## config.mk

```make
export PLATFORM = sky130hd
export DESIGN_NAME = learning_edge_fsm_table_core_flat
export DESIGN_NICKNAME = d
export VERILOG_FILES = /design/src/sv/lefsm_pkg.sv /design/src/sv/lefsm_req_if.sv /design/src/sv/lefsm_rsp_if.sv /design/src/sv/learning_edge_fsm_table_core.sv /design/src/sv/lefsm_cell.sv /design/src/flat_wrapper.sv
export SDC_FILE = /design/constraint.sdc
export NUM_CORES = 2
export LEC_CHECK = 0
export ABC_AREA = 1
export ABC_CLOCK_PERIOD_IN_PS = 3550
export BUFFER_PORTS_ARGS = -buffer_cell sky130_fd_sc_hd__buf_2
export CORE_UTILIZATION = 45
export DETAILED_ROUTE_END_ITERATION = 10
export HOLD_SLACK_MARGIN = 0.08
export PLACE_DENSITY_LB_ADDON = 0.15
export SLEW_MARGIN = 20
export SYNTH_ARGS = -nofsm -noshare
export SYNTH_HDL_FRONTEND = slang
export SYNTH_HIERARCHICAL = 1
export SYNTH_SLANG_ARGS = --single-unit
```

## constraint.sdc

```tcl
create_clock -name clock -period 3.55 [get_ports clock]
set_input_delay 0.5325 -clock clock [delete_from_list [all_inputs] [get_ports clock]]
set_output_delay 0.5325 -clock clock [all_outputs]
set_load 0.005 [all_outputs]
```

## src/sv/lefsm_pkg.sv

```systemverilog
package lefsm_pkg;

   // Widths of the channel fields.
   localparam int OP_W   = 3;
   localparam int PIN_W  = 8;
   localparam int PAGE_W = 8;
   localparam int STS_W  = 3;
   localparam int CNT_W  = 5;

   // Operation codes carried by a request beat.
   localparam logic [OP_W-1:0] OP_READ   = 3'd0;
   localparam logic [OP_W-1:0] OP_LEARN  = 3'd1;
   localparam logic [OP_W-1:0] OP_REMOVE = 3'd2;
   localparam logic [OP_W-1:0] OP_CLEAR  = 3'd3;
   localparam logic [OP_W-1:0] OP_COUNT  = 3'd4;
   localparam logic [OP_W-1:0] OP_SET    = 3'd5;

   // Status codes returned in a response beat.
   localparam logic [STS_W-1:0] STS_NONE    = 3'd0;
   localparam logic [STS_W-1:0] STS_HIT     = 3'd1;
   localparam logic [STS_W-1:0] STS_NOMATCH = 3'd2;
   localparam logic [STS_W-1:0] STS_ADDED   = 3'd3;
   localparam logic [STS_W-1:0] STS_FULL    = 3'd4;
   localparam logic [STS_W-1:0] STS_REFUSED = 3'd5;

   // What a token asks of each cell it passes.
   localparam logic [2:0] TK_READ   = 3'd0;
   localparam logic [2:0] TK_LOOK   = 3'd1;
   localparam logic [2:0] TK_REMOVE = 3'd2;
   localparam logic [2:0] TK_CLEAR  = 3'd3;
   localparam logic [2:0] TK_COUNT  = 3'd4;
   localparam logic [2:0] TK_INSERT = 3'd5;

   // Entry pages.
   localparam logic [PAGE_W-1:0] PAGE_EMPTY  = 8'd0;
   localparam logic [PAGE_W-1:0] PAGE_GLOBAL = 8'd1;
   localparam logic [PAGE_W-1:0] PAGE_LOCAL  = 8'd2;

   localparam logic [CNT_W-1:0] CNT_MAX = 5'd31;

   // Control part of the token that walks down the chain of cells.
   typedef struct packed {
      logic             valid;
      logic [2:0]       kind;
      logic             found;
      logic             any;
      logic             placed;
      logic [CNT_W-1:0] cnt;
   } token_type;

endpackage

```

## src/sv/lefsm_req_if.sv

```systemverilog
interface lefsm_req_if;
   logic                             valid;
   logic                             ready;
   logic [lefsm_pkg::OP_W-1:0]       operation;
   logic [lefsm_pkg::PIN_W-1:0]      pin_value;
   logic [lefsm_pkg::PIN_W-1:0]      next_output;
   logic [lefsm_pkg::PAGE_W-1:0]     entry_page;

   modport source (output valid, operation, pin_value, next_output, entry_page, input ready);
   modport sink   (input valid, operation, pin_value, next_output, entry_page, output ready);
endinterface

```

## src/sv/lefsm_rsp_if.sv

```systemverilog
interface lefsm_rsp_if;
   logic                          valid;
   logic                          ready;
   logic [lefsm_pkg::PIN_W-1:0]   output_value;
   logic [lefsm_pkg::STS_W-1:0]   status;
   logic [lefsm_pkg::CNT_W-1:0]   entry_count;

   modport source (output valid, output_value, status, entry_count, input ready);
   modport sink   (input valid, output_value, status, entry_count, output ready);
endinterface

```

## src/sv/learning_edge_fsm_table_core.sv

```systemverilog
// Learned edge-driven state machine. Each request beat carries an operation on
// a table of DEPTH transitions keyed by the rising and falling edges between
// the previous and the new pin word; every request yields exactly one response
// beat with the current output word, a status and, for count, the number of
// occupied entries. Read, remove, clear, count and a learn refused because an
// entry already matches make one pass over the chain of DEPTH cells before the
// response, a learn that goes on to store an entry or to find the table full
// makes two, and set output, unused codes and learns without a page or
// without an edge go straight to the response. A token enters the first cell
// and moves one cell per cycle, and a learn needs one pass to check for a
// match and a second to claim the first empty entry. One request is in flight
// at a time; a new request is taken while the previous response still waits in
// the output register. Reset empties the table at once.
module learning_edge_fsm_table_core #(
   parameter int DEPTH = 16,
   parameter int WIDTH = 8
) (
   input  logic             clock,
   input  logic             reset,
   lefsm_req_if.sink        req_chan,
   lefsm_rsp_if.source      rsp_chan
);

   localparam logic [1:0] ST_IDLE   = 2'd0;
   localparam logic [1:0] ST_SCAN   = 2'd1;
   localparam logic [1:0] ST_INSERT = 2'd2;
   localparam logic [1:0] ST_FINISH = 2'd3;

   // Control state.
   logic [1:0]                     state_ff, state_in;
   logic                           inj_ff, inj_in;
   logic [2:0]                     kind_ff, kind_in;
   logic                           rsp_valid_ff, rsp_valid_in;
   logic [WIDTH-1:0]               prev_ff, prev_in;
   logic [WIDTH-1:0]               cur_out_ff, cur_out_in;

   // Per-request operands and results.
   logic [WIDTH-1:0]               pin_ff, pin_in;
   logic [WIDTH-1:0]               fall_ff, fall_in, rise_ff, rise_in;
   logic [WIDTH-1:0]               nf_ff, nf_in, nr_ff, nr_in;
   logic [lefsm_pkg::PAGE_W-1:0]   pg_ff, pg_in;
   logic [lefsm_pkg::STS_W-1:0]    res_sts_ff, res_sts_in;
   logic [lefsm_pkg::CNT_W-1:0]    res_cnt_ff, res_cnt_in;

   // Response register.
   logic [lefsm_pkg::PIN_W-1:0]    rsp_out_ff, rsp_out_in;
   logic [lefsm_pkg::STS_W-1:0]    rsp_sts_ff, rsp_sts_in;
   logic [lefsm_pkg::CNT_W-1:0]    rsp_cnt_ff, rsp_cnt_in;

   // Links of the chain; link k feeds cell k, link DEPTH leaves the last cell.
   lefsm_pkg::token_type           tok [0:DEPTH];
   logic [WIDTH-1:0]               fall_l [0:DEPTH];
   logic [WIDTH-1:0]               rise_l [0:DEPTH];
   logic [WIDTH-1:0]               hit_l  [0:DEPTH];

   logic [WIDTH-1:0]               req_pin, req_nxt, req_fall, req_rise;

   assign req_pin  = req_chan.pin_value[WIDTH-1:0];
   assign req_nxt  = req_chan.next_output[WIDTH-1:0];
   assign req_fall = prev_ff & ~req_pin;
   assign req_rise = req_pin & ~prev_ff;

   // The token is launched with empty results in the cycle after the request.
   always_comb begin
      tok[0]        = '0;
      tok[0].valid  = inj_ff;
      tok[0].kind   = kind_ff;
      fall_l[0]     = fall_ff;
      rise_l[0]     = rise_ff;
      hit_l[0]      = '0;
   end

   for (genvar k = 0; k < DEPTH; k++) begin : g_cell
      lefsm_cell #(
         .WIDTH(WIDTH)
      ) u_cell (
         .clock      (clock),
         .reset      (reset),
         .cur_out_i  (cur_out_ff),
         .prev_in_i  (prev_ff),
         .new_page_i (pg_ff),
         .new_fall_i (nf_ff),
         .new_rise_i (nr_ff),
         .tok_i      (tok[k]),
         .fall_i     (fall_l[k]),
         .rise_i     (rise_l[k]),
         .hit_i      (hit_l[k]),
         .tok_o      (tok[k+1]),
         .fall_o     (fall_l[k+1]),
         .rise_o     (rise_l[k+1]),
         .hit_o      (hit_l[k+1])
      );
   end

   assign req_chan.ready        = (state_ff == ST_IDLE);
   assign rsp_chan.valid        = rsp_valid_ff;
   assign rsp_chan.output_value = rsp_out_ff;
   assign rsp_chan.status       = rsp_sts_ff;
   assign rsp_chan.entry_count  = rsp_cnt_ff;

   always_comb begin
      state_in     = state_ff;
      inj_in       = 1'b0;
      kind_in      = kind_ff;
      prev_in      = prev_ff;
      cur_out_in   = cur_out_ff;
      pin_in       = pin_ff;
      fall_in      = fall_ff;
      rise_in      = rise_ff;
      nf_in        = nf_ff;
      nr_in        = nr_ff;
      pg_in        = pg_ff;
      res_sts_in   = res_sts_ff;
      res_cnt_in   = res_cnt_ff;
      rsp_out_in   = rsp_out_ff;
      rsp_sts_in   = rsp_sts_ff;
      rsp_cnt_in   = rsp_cnt_ff;
      rsp_valid_in = rsp_valid_ff && !rsp_chan.ready;

      unique case (state_ff)
         ST_IDLE: begin
            if (req_chan.valid) begin
               pin_in     = req_pin;
               fall_in    = req_fall;
               rise_in    = req_rise;
               pg_in      = req_chan.entry_page;
               nf_in      = cur_out_ff & ~req_nxt;
               nr_in      = req_nxt & ~cur_out_ff;
               res_sts_in = lefsm_pkg::STS_NONE;
               res_cnt_in = '0;
               state_in   = ST_SCAN;
               inj_in     = 1'b1;
               unique case (req_chan.operation)
                  lefsm_pkg::OP_READ:   kind_in = lefsm_pkg::TK_READ;
                  lefsm_pkg::OP_REMOVE: kind_in = lefsm_pkg::TK_REMOVE;
                  lefsm_pkg::OP_CLEAR:  kind_in = lefsm_pkg::TK_CLEAR;
                  lefsm_pkg::OP_COUNT:  kind_in = lefsm_pkg::TK_COUNT;
                  lefsm_pkg::OP_LEARN: begin
                     kind_in = lefsm_pkg::TK_LOOK;
                     // A learn without a page or without any edge does nothing.
                     if ((req_chan.entry_page == lefsm_pkg::PAGE_EMPTY) ||
                         ((req_fall | req_rise) == '0)) begin
                        inj_in   = 1'b0;
                        state_in = ST_FINISH;
                     end
                  end
                  lefsm_pkg::OP_SET: begin
                     cur_out_in = req_pin;
                     inj_in     = 1'b0;
                     state_in   = ST_FINISH;
                  end
                  default: begin
                     inj_in   = 1'b0;
                     state_in = ST_FINISH;
                  end
               endcase
            end
         end

         ST_SCAN: begin
            if (tok[DEPTH].valid) begin
               state_in = ST_FINISH;
               unique case (kind_ff)
                  lefsm_pkg::TK_READ: begin
                     prev_in = pin_ff;
                     if (tok[DEPTH].found) begin
                        cur_out_in = hit_l[DEPTH];
                        res_sts_in = lefsm_pkg::STS_HIT;
                     end else if (tok[DEPTH].any) begin
                        res_sts_in = lefsm_pkg::STS_NOMATCH;
                     end else begin
                        res_sts_in = lefsm_pkg::STS_NONE;
                     end
                  end
                  lefsm_pkg::TK_LOOK: begin
                     if (tok[DEPTH].found) begin
                        res_sts_in = lefsm_pkg::STS_REFUSED;
                     end else begin
                        // No match anywhere: a second pass claims the first empty cell.
                        kind_in  = lefsm_pkg::TK_INSERT;
                        inj_in   = 1'b1;
                        state_in = ST_INSERT;
                     end
                  end
                  lefsm_pkg::TK_REMOVE: begin
                     res_sts_in = tok[DEPTH].found ? lefsm_pkg::STS_HIT
                                                   : lefsm_pkg::STS_NOMATCH;
                  end
                  lefsm_pkg::TK_CLEAR: begin
                     cur_out_in = '0;
                     res_sts_in = tok[DEPTH].any ? lefsm_pkg::STS_HIT : lefsm_pkg::STS_NONE;
                  end
                  lefsm_pkg::TK_COUNT: begin
                     res_cnt_in = tok[DEPTH].cnt;
                  end
                  default: begin
                  end
               endcase
            end
         end

         ST_INSERT: begin
            if (tok[DEPTH].valid) begin
               res_sts_in = tok[DEPTH].placed ? lefsm_pkg::STS_ADDED : lefsm_pkg::STS_FULL;
               state_in   = ST_FINISH;
            end
         end

         ST_FINISH: begin
            // The output register frees up in the same cycle that its beat is taken.
            if (!rsp_valid_ff || rsp_chan.ready) begin
               rsp_out_in   = lefsm_pkg::PIN_W'(cur_out_ff);
               rsp_sts_in   = res_sts_ff;
               rsp_cnt_in   = res_cnt_ff;
               rsp_valid_in = 1'b1;
               state_in     = ST_IDLE;
            end
         end

         default: begin
            state_in = ST_IDLE;
         end
      endcase
   end

   always_ff @(posedge clock) begin
      if (reset) begin
         state_ff     <= ST_IDLE;
         inj_ff       <= 1'b0;
         kind_ff      <= lefsm_pkg::TK_READ;
         rsp_valid_ff <= 1'b0;
         prev_ff      <= '0;
         cur_out_ff   <= '0;
      end else begin
         state_ff     <= state_in;
         inj_ff       <= inj_in;
         kind_ff      <= kind_in;
         rsp_valid_ff <= rsp_valid_in;
         prev_ff      <= prev_in;
         cur_out_ff   <= cur_out_in;
      end
   end

   always_ff @(posedge clock) begin
      pin_ff     <= pin_in;
      fall_ff    <= fall_in;
      rise_ff    <= rise_in;
      nf_ff      <= nf_in;
      nr_ff      <= nr_in;
      pg_ff      <= pg_in;
      res_sts_ff <= res_sts_in;
      res_cnt_ff <= res_cnt_in;
      rsp_out_ff <= rsp_out_in;
      rsp_sts_ff <= rsp_sts_in;
      rsp_cnt_ff <= rsp_cnt_in;
   end

endmodule

```

## src/sv/lefsm_cell.sv

```systemverilog
// One table entry. A token passing through is examined against the entry and
// handed on to the next cell through a register, in the cycle after.
module lefsm_cell #(
   parameter int WIDTH = 8
) (
   input  logic                          clock,
   input  logic                          reset,
   input  logic [WIDTH-1:0]              cur_out_i,
   input  logic [WIDTH-1:0]              prev_in_i,
   input  logic [lefsm_pkg::PAGE_W-1:0]  new_page_i,
   input  logic [WIDTH-1:0]              new_fall_i,
   input  logic [WIDTH-1:0]              new_rise_i,
   input  lefsm_pkg::token_type          tok_i,
   input  logic [WIDTH-1:0]              fall_i,
   input  logic [WIDTH-1:0]              rise_i,
   input  logic [WIDTH-1:0]              hit_i,
   output lefsm_pkg::token_type          tok_o,
   output logic [WIDTH-1:0]              fall_o,
   output logic [WIDTH-1:0]              rise_o,
   output logic [WIDTH-1:0]              hit_o
);

   logic [lefsm_pkg::PAGE_W-1:0] page_ff, page_in;
   logic [WIDTH-1:0]             fb_ff, inp_ff, in_fall_ff, in_rise_ff, out_fall_ff, out_rise_ff;
   lefsm_pkg::token_type         tok_ff, tok_in;
   logic [WIDTH-1:0]             fall_ff, rise_ff, hit_ff, hit_in;
   logic                         occupied, match, wr_en;

   assign occupied = (page_ff != lefsm_pkg::PAGE_EMPTY);
   assign match = occupied && (in_fall_ff == fall_i) && (in_rise_ff == rise_i) &&
                  ((page_ff == lefsm_pkg::PAGE_GLOBAL) ||
                   ((fb_ff == cur_out_i) &&
                    ((page_ff == lefsm_pkg::PAGE_LOCAL) || (inp_ff == prev_in_i))));

   always_comb begin
      tok_in  = tok_i;
      hit_in  = hit_i;
      page_in = page_ff;
      wr_en   = 1'b0;
      if (tok_i.valid) begin
         if (occupied) begin
            tok_in.any = 1'b1;
            if (tok_i.cnt != lefsm_pkg::CNT_MAX) begin
               tok_in.cnt = tok_i.cnt + 5'd1;
            end
         end
         unique case (tok_i.kind)
            lefsm_pkg::TK_READ: begin
               if (!tok_i.found && match) begin
                  tok_in.found = 1'b1;
                  hit_in = (fb_ff | out_rise_ff) & ~out_fall_ff;
               end
            end
            lefsm_pkg::TK_LOOK: begin
               if (!tok_i.found && match) begin
                  tok_in.found = 1'b1;
               end
            end
            lefsm_pkg::TK_REMOVE: begin
               if (!tok_i.found && match) begin
                  tok_in.found = 1'b1;
                  page_in = lefsm_pkg::PAGE_EMPTY;
               end
            end
            lefsm_pkg::TK_INSERT: begin
               if (!tok_i.placed && !occupied) begin
                  tok_in.placed = 1'b1;
                  page_in = new_page_i;
                  wr_en = 1'b1;
               end
            end
            lefsm_pkg::TK_CLEAR: begin
               page_in = lefsm_pkg::PAGE_EMPTY;
            end
            default: begin
            end
         endcase
      end
   end

   always_ff @(posedge clock) begin
      if (reset) begin
         page_ff <= lefsm_pkg::PAGE_EMPTY;
         tok_ff  <= '0;
      end else begin
         page_ff <= page_in;
         tok_ff  <= tok_in;
      end
   end

   always_ff @(posedge clock) begin
      fall_ff <= fall_i;
      rise_ff <= rise_i;
      hit_ff  <= hit_in;
      if (wr_en) begin
         fb_ff       <= cur_out_i;
         inp_ff      <= prev_in_i;
         in_fall_ff  <= fall_i;
         in_rise_ff  <= rise_i;
         out_fall_ff <= new_fall_i;
         out_rise_ff <= new_rise_i;
      end
   end

   assign tok_o  = tok_ff;
   assign fall_o = fall_ff;
   assign rise_o = rise_ff;
   assign hit_o  = hit_ff;

endmodule
```

## src/flat_wrapper.sv

```systemverilog
// flat-port wrapper written by rule: the top's interface ports become plain ports
module learning_edge_fsm_table_core_flat 
#(
   parameter int DEPTH = 16,
   parameter int WIDTH = 8
)
  (clock, reset, req_chan_valid, req_chan_operation, req_chan_pin_value, req_chan_next_output, req_chan_entry_page, req_chan_ready, rsp_chan_valid, rsp_chan_output_value, rsp_chan_status, rsp_chan_entry_count, rsp_chan_ready);
  lefsm_req_if req_chan_i ();
  lefsm_rsp_if rsp_chan_i ();
  input  logic clock;
  input  logic reset;
  input wire logic [$bits(req_chan_i.valid)-1:0] req_chan_valid;
  input wire logic [$bits(req_chan_i.operation)-1:0] req_chan_operation;
  input wire logic [$bits(req_chan_i.pin_value)-1:0] req_chan_pin_value;
  input wire logic [$bits(req_chan_i.next_output)-1:0] req_chan_next_output;
  input wire logic [$bits(req_chan_i.entry_page)-1:0] req_chan_entry_page;
  output wire logic [$bits(req_chan_i.ready)-1:0] req_chan_ready;
  output wire logic [$bits(rsp_chan_i.valid)-1:0] rsp_chan_valid;
  output wire logic [$bits(rsp_chan_i.output_value)-1:0] rsp_chan_output_value;
  output wire logic [$bits(rsp_chan_i.status)-1:0] rsp_chan_status;
  output wire logic [$bits(rsp_chan_i.entry_count)-1:0] rsp_chan_entry_count;
  input wire logic [$bits(rsp_chan_i.ready)-1:0] rsp_chan_ready;
  assign req_chan_i.valid = req_chan_valid;
  assign req_chan_i.operation = req_chan_operation;
  assign req_chan_i.pin_value = req_chan_pin_value;
  assign req_chan_i.next_output = req_chan_next_output;
  assign req_chan_i.entry_page = req_chan_entry_page;
  assign req_chan_ready = req_chan_i.ready;
  assign rsp_chan_valid = rsp_chan_i.valid;
  assign rsp_chan_output_value = rsp_chan_i.output_value;
  assign rsp_chan_status = rsp_chan_i.status;
  assign rsp_chan_entry_count = rsp_chan_i.entry_count;
  assign rsp_chan_i.ready = rsp_chan_ready;
  learning_edge_fsm_table_core #(.DEPTH(DEPTH), .WIDTH(WIDTH)) u_core (.clock(clock), .reset(reset), .req_chan(req_chan_i), .rsp_chan(rsp_chan_i));
endmodule
```

Word-level counts from Yosys, hierarchy flattened
Index checks and enable logic that the tools add are counted. W data, S select, Z words.

Memories kept: 0. Word-level logic and storage cells: 1156. Output and inout port bits: 18. Memory bits (read-only): 0. Bits of input ports: 31. Bits in registers: 1548. Bits in latches: 0. Memory bits (writable): 0.

Shift operators: 0. Bitwise gates (word level): 59. Order comparisons: 0. $add $sub $neg: 15. Mux-type cells: 309. Equal/unequal tests: 229. Divide/modulo/power cells: 0. Reductions and logical operators: 274. Multiply operators: 0.

Operators with widths (number): $mux W8 (96); $eq A8 B8 Y1 (64); $pmux W8 S3 (16); $mux W5 (33); $and A8 B8 Y8 (20); $not A8 Y8 (20); $or A8 B8 Y8 (17); $mux W1 (135); $eq A8 B1 Y1 const B (16); $eq A8 B2 Y1 const B (16); $reduce_bool A8 Y1 (16); $eq A3 B2 Y1 const B (34); $logic_and A1 B1 Y1 (95); $add A5 B1 Y5 const B (15); $ne A5 B5 Y1 const B (15); $ne A2 B2 Y1 const B (37); $reduce_and A4 Y1 (18); $eq A3 B3 Y1 const B (19); $eq A3 B1 Y1 const B (17); $logic_not A3 Y1 (17); $reduce_bool A3 Y1 (17); $reduce_or A3 Y1 (17); $logic_not A1 Y1 (47); $logic_or A1 B1 Y1 (34); other kinds (26) (55).

Depth between registers and ports, before layout
Word-level depth: 9. Gate-level depth with buffers: 15. Gate-level depth less buffers: 15.

Cells and area by module
Netlist, hierarchy kept.

Modules (own cells, without submodules): lefsm_cell (u_core.g_cell[10].u_cell ...) (sequential area each 2322.2 um^2, times used 15, area an instance 3609.7 um^2, cells an instance 344); learning_edge_fsm_table_core (sequential area each 2622.5 um^2, times used 1, area an instance 3976.3 um^2, cells an instance 360); lefsm_cell (u_core.g_cell[0].u_cell) (sequential area each 2322.2 um^2, times used 1, area an instance 3638.5 um^2, cells an instance 344).

Worst setup path before layout
OpenSTA, ideal clock, no wires.

Path kind: register to register. Start: register u_core.kind_ff[2]. End: register u_core.g_cell[0].u_cell.fb_ff[0] (enable). Arrival time: 3.011 ns. Setup time: 0.454 ns. Required time: 3.096 ns. Cell stages (with the launch flop): 5. Path buffers: 0. Period minus slack after synthesis: 3.465 ns. Path slack: 0.085 ns. Path through: dfxtp_1 > inv_1 > nor3_4 > nand3_4 > nor2_1.

Word-level cells in the longest chain between the ends: 3.

RTL lines: start, declared (RTL line learning_edge_fsm_table_core.sv:32) `logic [2:0] kind_ff, kind_in;`; start signal, assigned (RTL line learning_edge_fsm_table_core.sv:230) `kind_ff <= lefsm_pkg::TK_READ;`; start signal, assigned (RTL line learning_edge_fsm_table_core.sv:237) `kind_ff <= kind_in;`; $eq A3 B3 Y1 (RTL line lefsm_cell.sv:47) `unique case (tok_i.kind)`; $mux W1 (RTL line lefsm_cell.sv:47); $mux W1 (RTL line lefsm_cell.sv:40) `if (tok_i.valid) begin`; named net u_core.g_cell[0].u_cell.wr_en (RTL line lefsm_cell.sv:27) `logic occupied, match, wr_en;`; end signal, assigned (RTL line lefsm_cell.sv:96) `fb_ff <= cur_out_i;`; end, declared (RTL line lefsm_cell.sv:24) `logic [WIDTH-1:0] fb_ff, inp_ff, in_fall_ff, in_rise_ff, out_fall_ff, out_rise_ff;`.

The timed path passes the listed nets, and every way through them passes these cells. A chain may end at the register's enable or synchronous reset.

Worst setup path after layout
Start: register u_core.cur_out_ff[1]. End: register u_core.g_cell[3].u_cell.hit_ff[2].

Word-level cells in the longest chain between the ends: 8.

RTL lines: start, declared (RTL line learning_edge_fsm_table_core.sv:35) `logic [WIDTH-1:0] cur_out_ff, cur_out_in;`; start signal, assigned (RTL line learning_edge_fsm_table_core.sv:240) `cur_out_ff <= cur_out_in;`; $eq A8 B8 Y1 (RTL line lefsm_cell.sv:32) `((fb_ff == cur_out_i) &&`; $logic_and A1 B1 Y1 (RTL line lefsm_cell.sv:32); $logic_or A1 B1 Y1 (RTL line lefsm_cell.sv:31) `((page_ff == lefsm_pkg::PAGE_GLOBAL) ||`; $logic_and A1 B1 Y1 (RTL line lefsm_cell.sv:30) `assign match = occupied && (in_fall_ff == fall_i) && (in_rise_ff == rise_i) &&`; $logic_and A1 B1 Y1 (RTL line lefsm_cell.sv:49) `if (!tok_i.found && match) begin`; $mux W8 (RTL line lefsm_cell.sv:49); $mux W8 (RTL line lefsm_cell.sv:47); $mux W8 (RTL line lefsm_cell.sv:40); named net u_core.g_cell[3].u_cell.hit_in[2] (RTL line lefsm_cell.sv:26) `logic [WIDTH-1:0] fall_ff, rise_ff, hit_ff, hit_in;`; end signal, assigned (RTL line lefsm_cell.sv:94) `hit_ff <= hit_in;`; end, declared (RTL line lefsm_cell.sv:26).

The timed path passes the listed nets, and every way through them passes these cells.

==> impl_metrics.py <==
metrics = {
    "worst_hold_path": {
        "hold_start": "reset",
        "min_path_type": "input port to register",
        "hold_depth": 2,
    },
    "die": {
        "core-area_sq_mm": 0.135,
        "num_io_pins": 49,
        "rows": 135,
        "die_w_um": 371,
        "initial_utilization": 0.454,
        "dieArea_sq_mm": 0.138,
        "die_h_um": 371,
    },
    "grt": {
        "grt_pass1_vias": 37400,
        "grt_pass1_wl_um": 226000,
        "antenna_found_initial": 7,
        "overflow": 0,
        "grt_max_degree": 69,
        "grt_util_all_layers": 0.220,
    },
    "synthesis": {
        "syn_area_sq_mm": 0.0614,
        "yosys_warnings": 6,
        "synth_cells": 5842,
        "avgSynthCellArea_sq_um": 10.5,
    },
    "worst_setup_path": {
        "critical_path_depth": 9,
        "arrival_ns": 3.68,
        "cp.buffers_inverters": 1,
        "rr_worst_depth": 9,
        "path_class": "register to register",
        "timing.rr.start": "u_core/cur_out_ff[1]$_SDFFE_PP0P_",
        "startpoint": "u_core/cur_out_ff[1]$_SDFFE_PP0P_",
        "timing.critical_path.slowest_cell_delay_ns": 0.72,
        "required_ns": 4.25,
        "crit_family": "simple AND/OR/NAND/NOR gates",
        "cp-start-kind": "register",
        "path_max_fanout": 21,
        "path_cells": "buf_4 > xor2_1 > nor2_1 > nand2_1 > nor2_1 > nand2_1 > nand2_2 > nand4_2 > o21ai_1",
        "slowest_stage": "dfxtp_2",
        "cp-end-kind": "register",
    },
    "clock_tree": {
        "postCtsHoldBufs": 26,
        "cts_setup_buffers": 0,
        "cts.sinks": 1548,
        "h-tree-depth": 4,
        "cts_tree": "yes",
        "cts_resized": 0,
        "clk_pin_slew_worst_paths_ns": 0.06,
        "clock_latency_ns": 0.80,
        "numCtsBuffers": 164,
        "cts_root_buffer": "clkbuf_16",
        "clockBufferDepth": 3,
    },
    "routing": {
        "viasPerCell": 4.92,
        "ant_nets": 0,
        "drc_errors": 0,
        "finalWirelength_um": 151000,
        "firstDrtPassIters": 5,
        "dr.first_iter.drc_count": 3000,
        "post_drt_wl_per_cell_um": 18.8,
        "vias": 39600,
    },
    "sta": {
        "worstMarginPinSlew_ns": 1.14,
        "hold_slack_ns": 0.180,
        "relSlewSlack": 0.243,
        "rsz0062_at_grt": "no",
        "post-route-min-period_ns": 2.98,
        "timing.final.crit_share": 0.841,
        "setup_viol": 0,
        "hold_viol_final": 0,
        "finClkSkew_ns": 0.0394,
        "final_max_slew_viol_count": 0,
        "max_freq_mhz": 335,
        "setup-tns-final_ns": 0,
    },
    "final_layout": {
        "layout-drive-gt1-share": 0.106,
        "final-seq-area_sq_mm": 0.0394,
        "n_fill_cell": 11800,
        "multi_input_area_sq_mm": 0.0191,
        "syn_to_final_growth_pct": 14.7,
        "final_nets": 6189,
        "largest_reg_flops": 189,
    },
    "power_and_ir_drop": {
        "power.density_mw_per_mm2": 617,
        "report.power.total_mw": 43.4,
        "ir_drop_v": 0.000554,
        "p_leak_nw": 27.5,
    },
    "place": {
        "gp_congestion": 0.871,
        "dp_hpwl_um": 106000,
        "numPortBuffers": 48,
    },
    "run": {
        "timing.max_cap.violations": 0,
    },
    "run_status": {
        "status": "finished, final reports clean",
    },
}
cell type report:
cell class | instances | share of cell area
Clock inverter | 75 | 0.0128
Tap cell | 1781 | 0.0317
Antenna cell | 3 | 0.000107
Multi-Input combinational cell | 3553 | 0.271
Timing Repair Buffer | 143 | 0.0179
Sequential cell | 1548 | 0.560
Clock buffer | 232 | 0.0679
Inverter | 712 | 0.0382
per-layer routing:
metal	track usage	part of all wire
met5	0	0.00011
met4	0.0658	0.024
met3	0.0361	0.046
met2	0.362	0.48
met1	0.298	0.46
placed cells by master (no fill, tap or decap), drive strengths merged:
cell / instances
diode: 3
clkinv: 82
a31oi: 8
nor4: 17
nand2: 1112
a41oi: 16
dlygate4sd3: 26
nand4: 97
o21a: 33
o21bai: 128
o22ai: 16
edfxtp: 840
o211ai: 2
a21oi: 187
o32ai: 16
nand3: 176
buf: 117
xor2: 128
xnor2: 240
ha: 36
nor3: 87
bufinv: 13
nor3b: 32
conb: 31
nor2: 932
dfxtp: 708
or2: 32
inv: 687
clkinvlp: 5
clkbuf: 232
o21ai: 227
worst register-to-register path, cell delays in order, from the launching register on:
cell,delay [ns]
dfxtp_2,0.72
buf_4,0.38
xor2_1,0.10
nor2_1,0.10
nand2_1,0.06
nor2_1,0.45
nand2_1,0.14
nand2_2,0.11
nand4_2,0.48
o21ai_1,0.35
path summary, 6_finish.rpt:
| path | end | slack [ns] |
|---|---|---|
| worst max-delay path | u_core/g_cell[3].u_cell/hit_o[2]$_DFF_P_ | 0.57 |
| worst min-delay path | u_core/g_cell[0].u_cell/tok_o[11]$_SDFF_PP0_ | 0.18 |
| worst max register to register | u_core/g_cell[3].u_cell/hit_o[2]$_DFF_P_ | 0.57 |
| worst min register to register | u_core/g_cell[9].u_cell/rise_o[1]$_DFF_P_ | 0.37 |
report_power, final:
group / switching [mW] / leakage, nW / internal (mW) / total, mW
logic: 2.42 / 11.5 / 1.41 / 3.82
registers: 1.66 / 13.3 / 20.4 / 22.0
clock network: 7.14 / 2.78 / 10.4 / 17.6
metrics by stage:
stage               instance area [sq um]  utilization  setup WS [ns]  cells
floorplan                           61500            -         0.0854   5872
detailed placement                  64400        0.476          0.540   7711
CTS                                 70400        0.520          0.512   8044
global route                        70400        0.520          0.323   8044
global placement                    64400        0.476          0.526   7711
finish                              70400        0.520          0.566   8047
No activity file was read; power rests on OpenSTA's default activity.
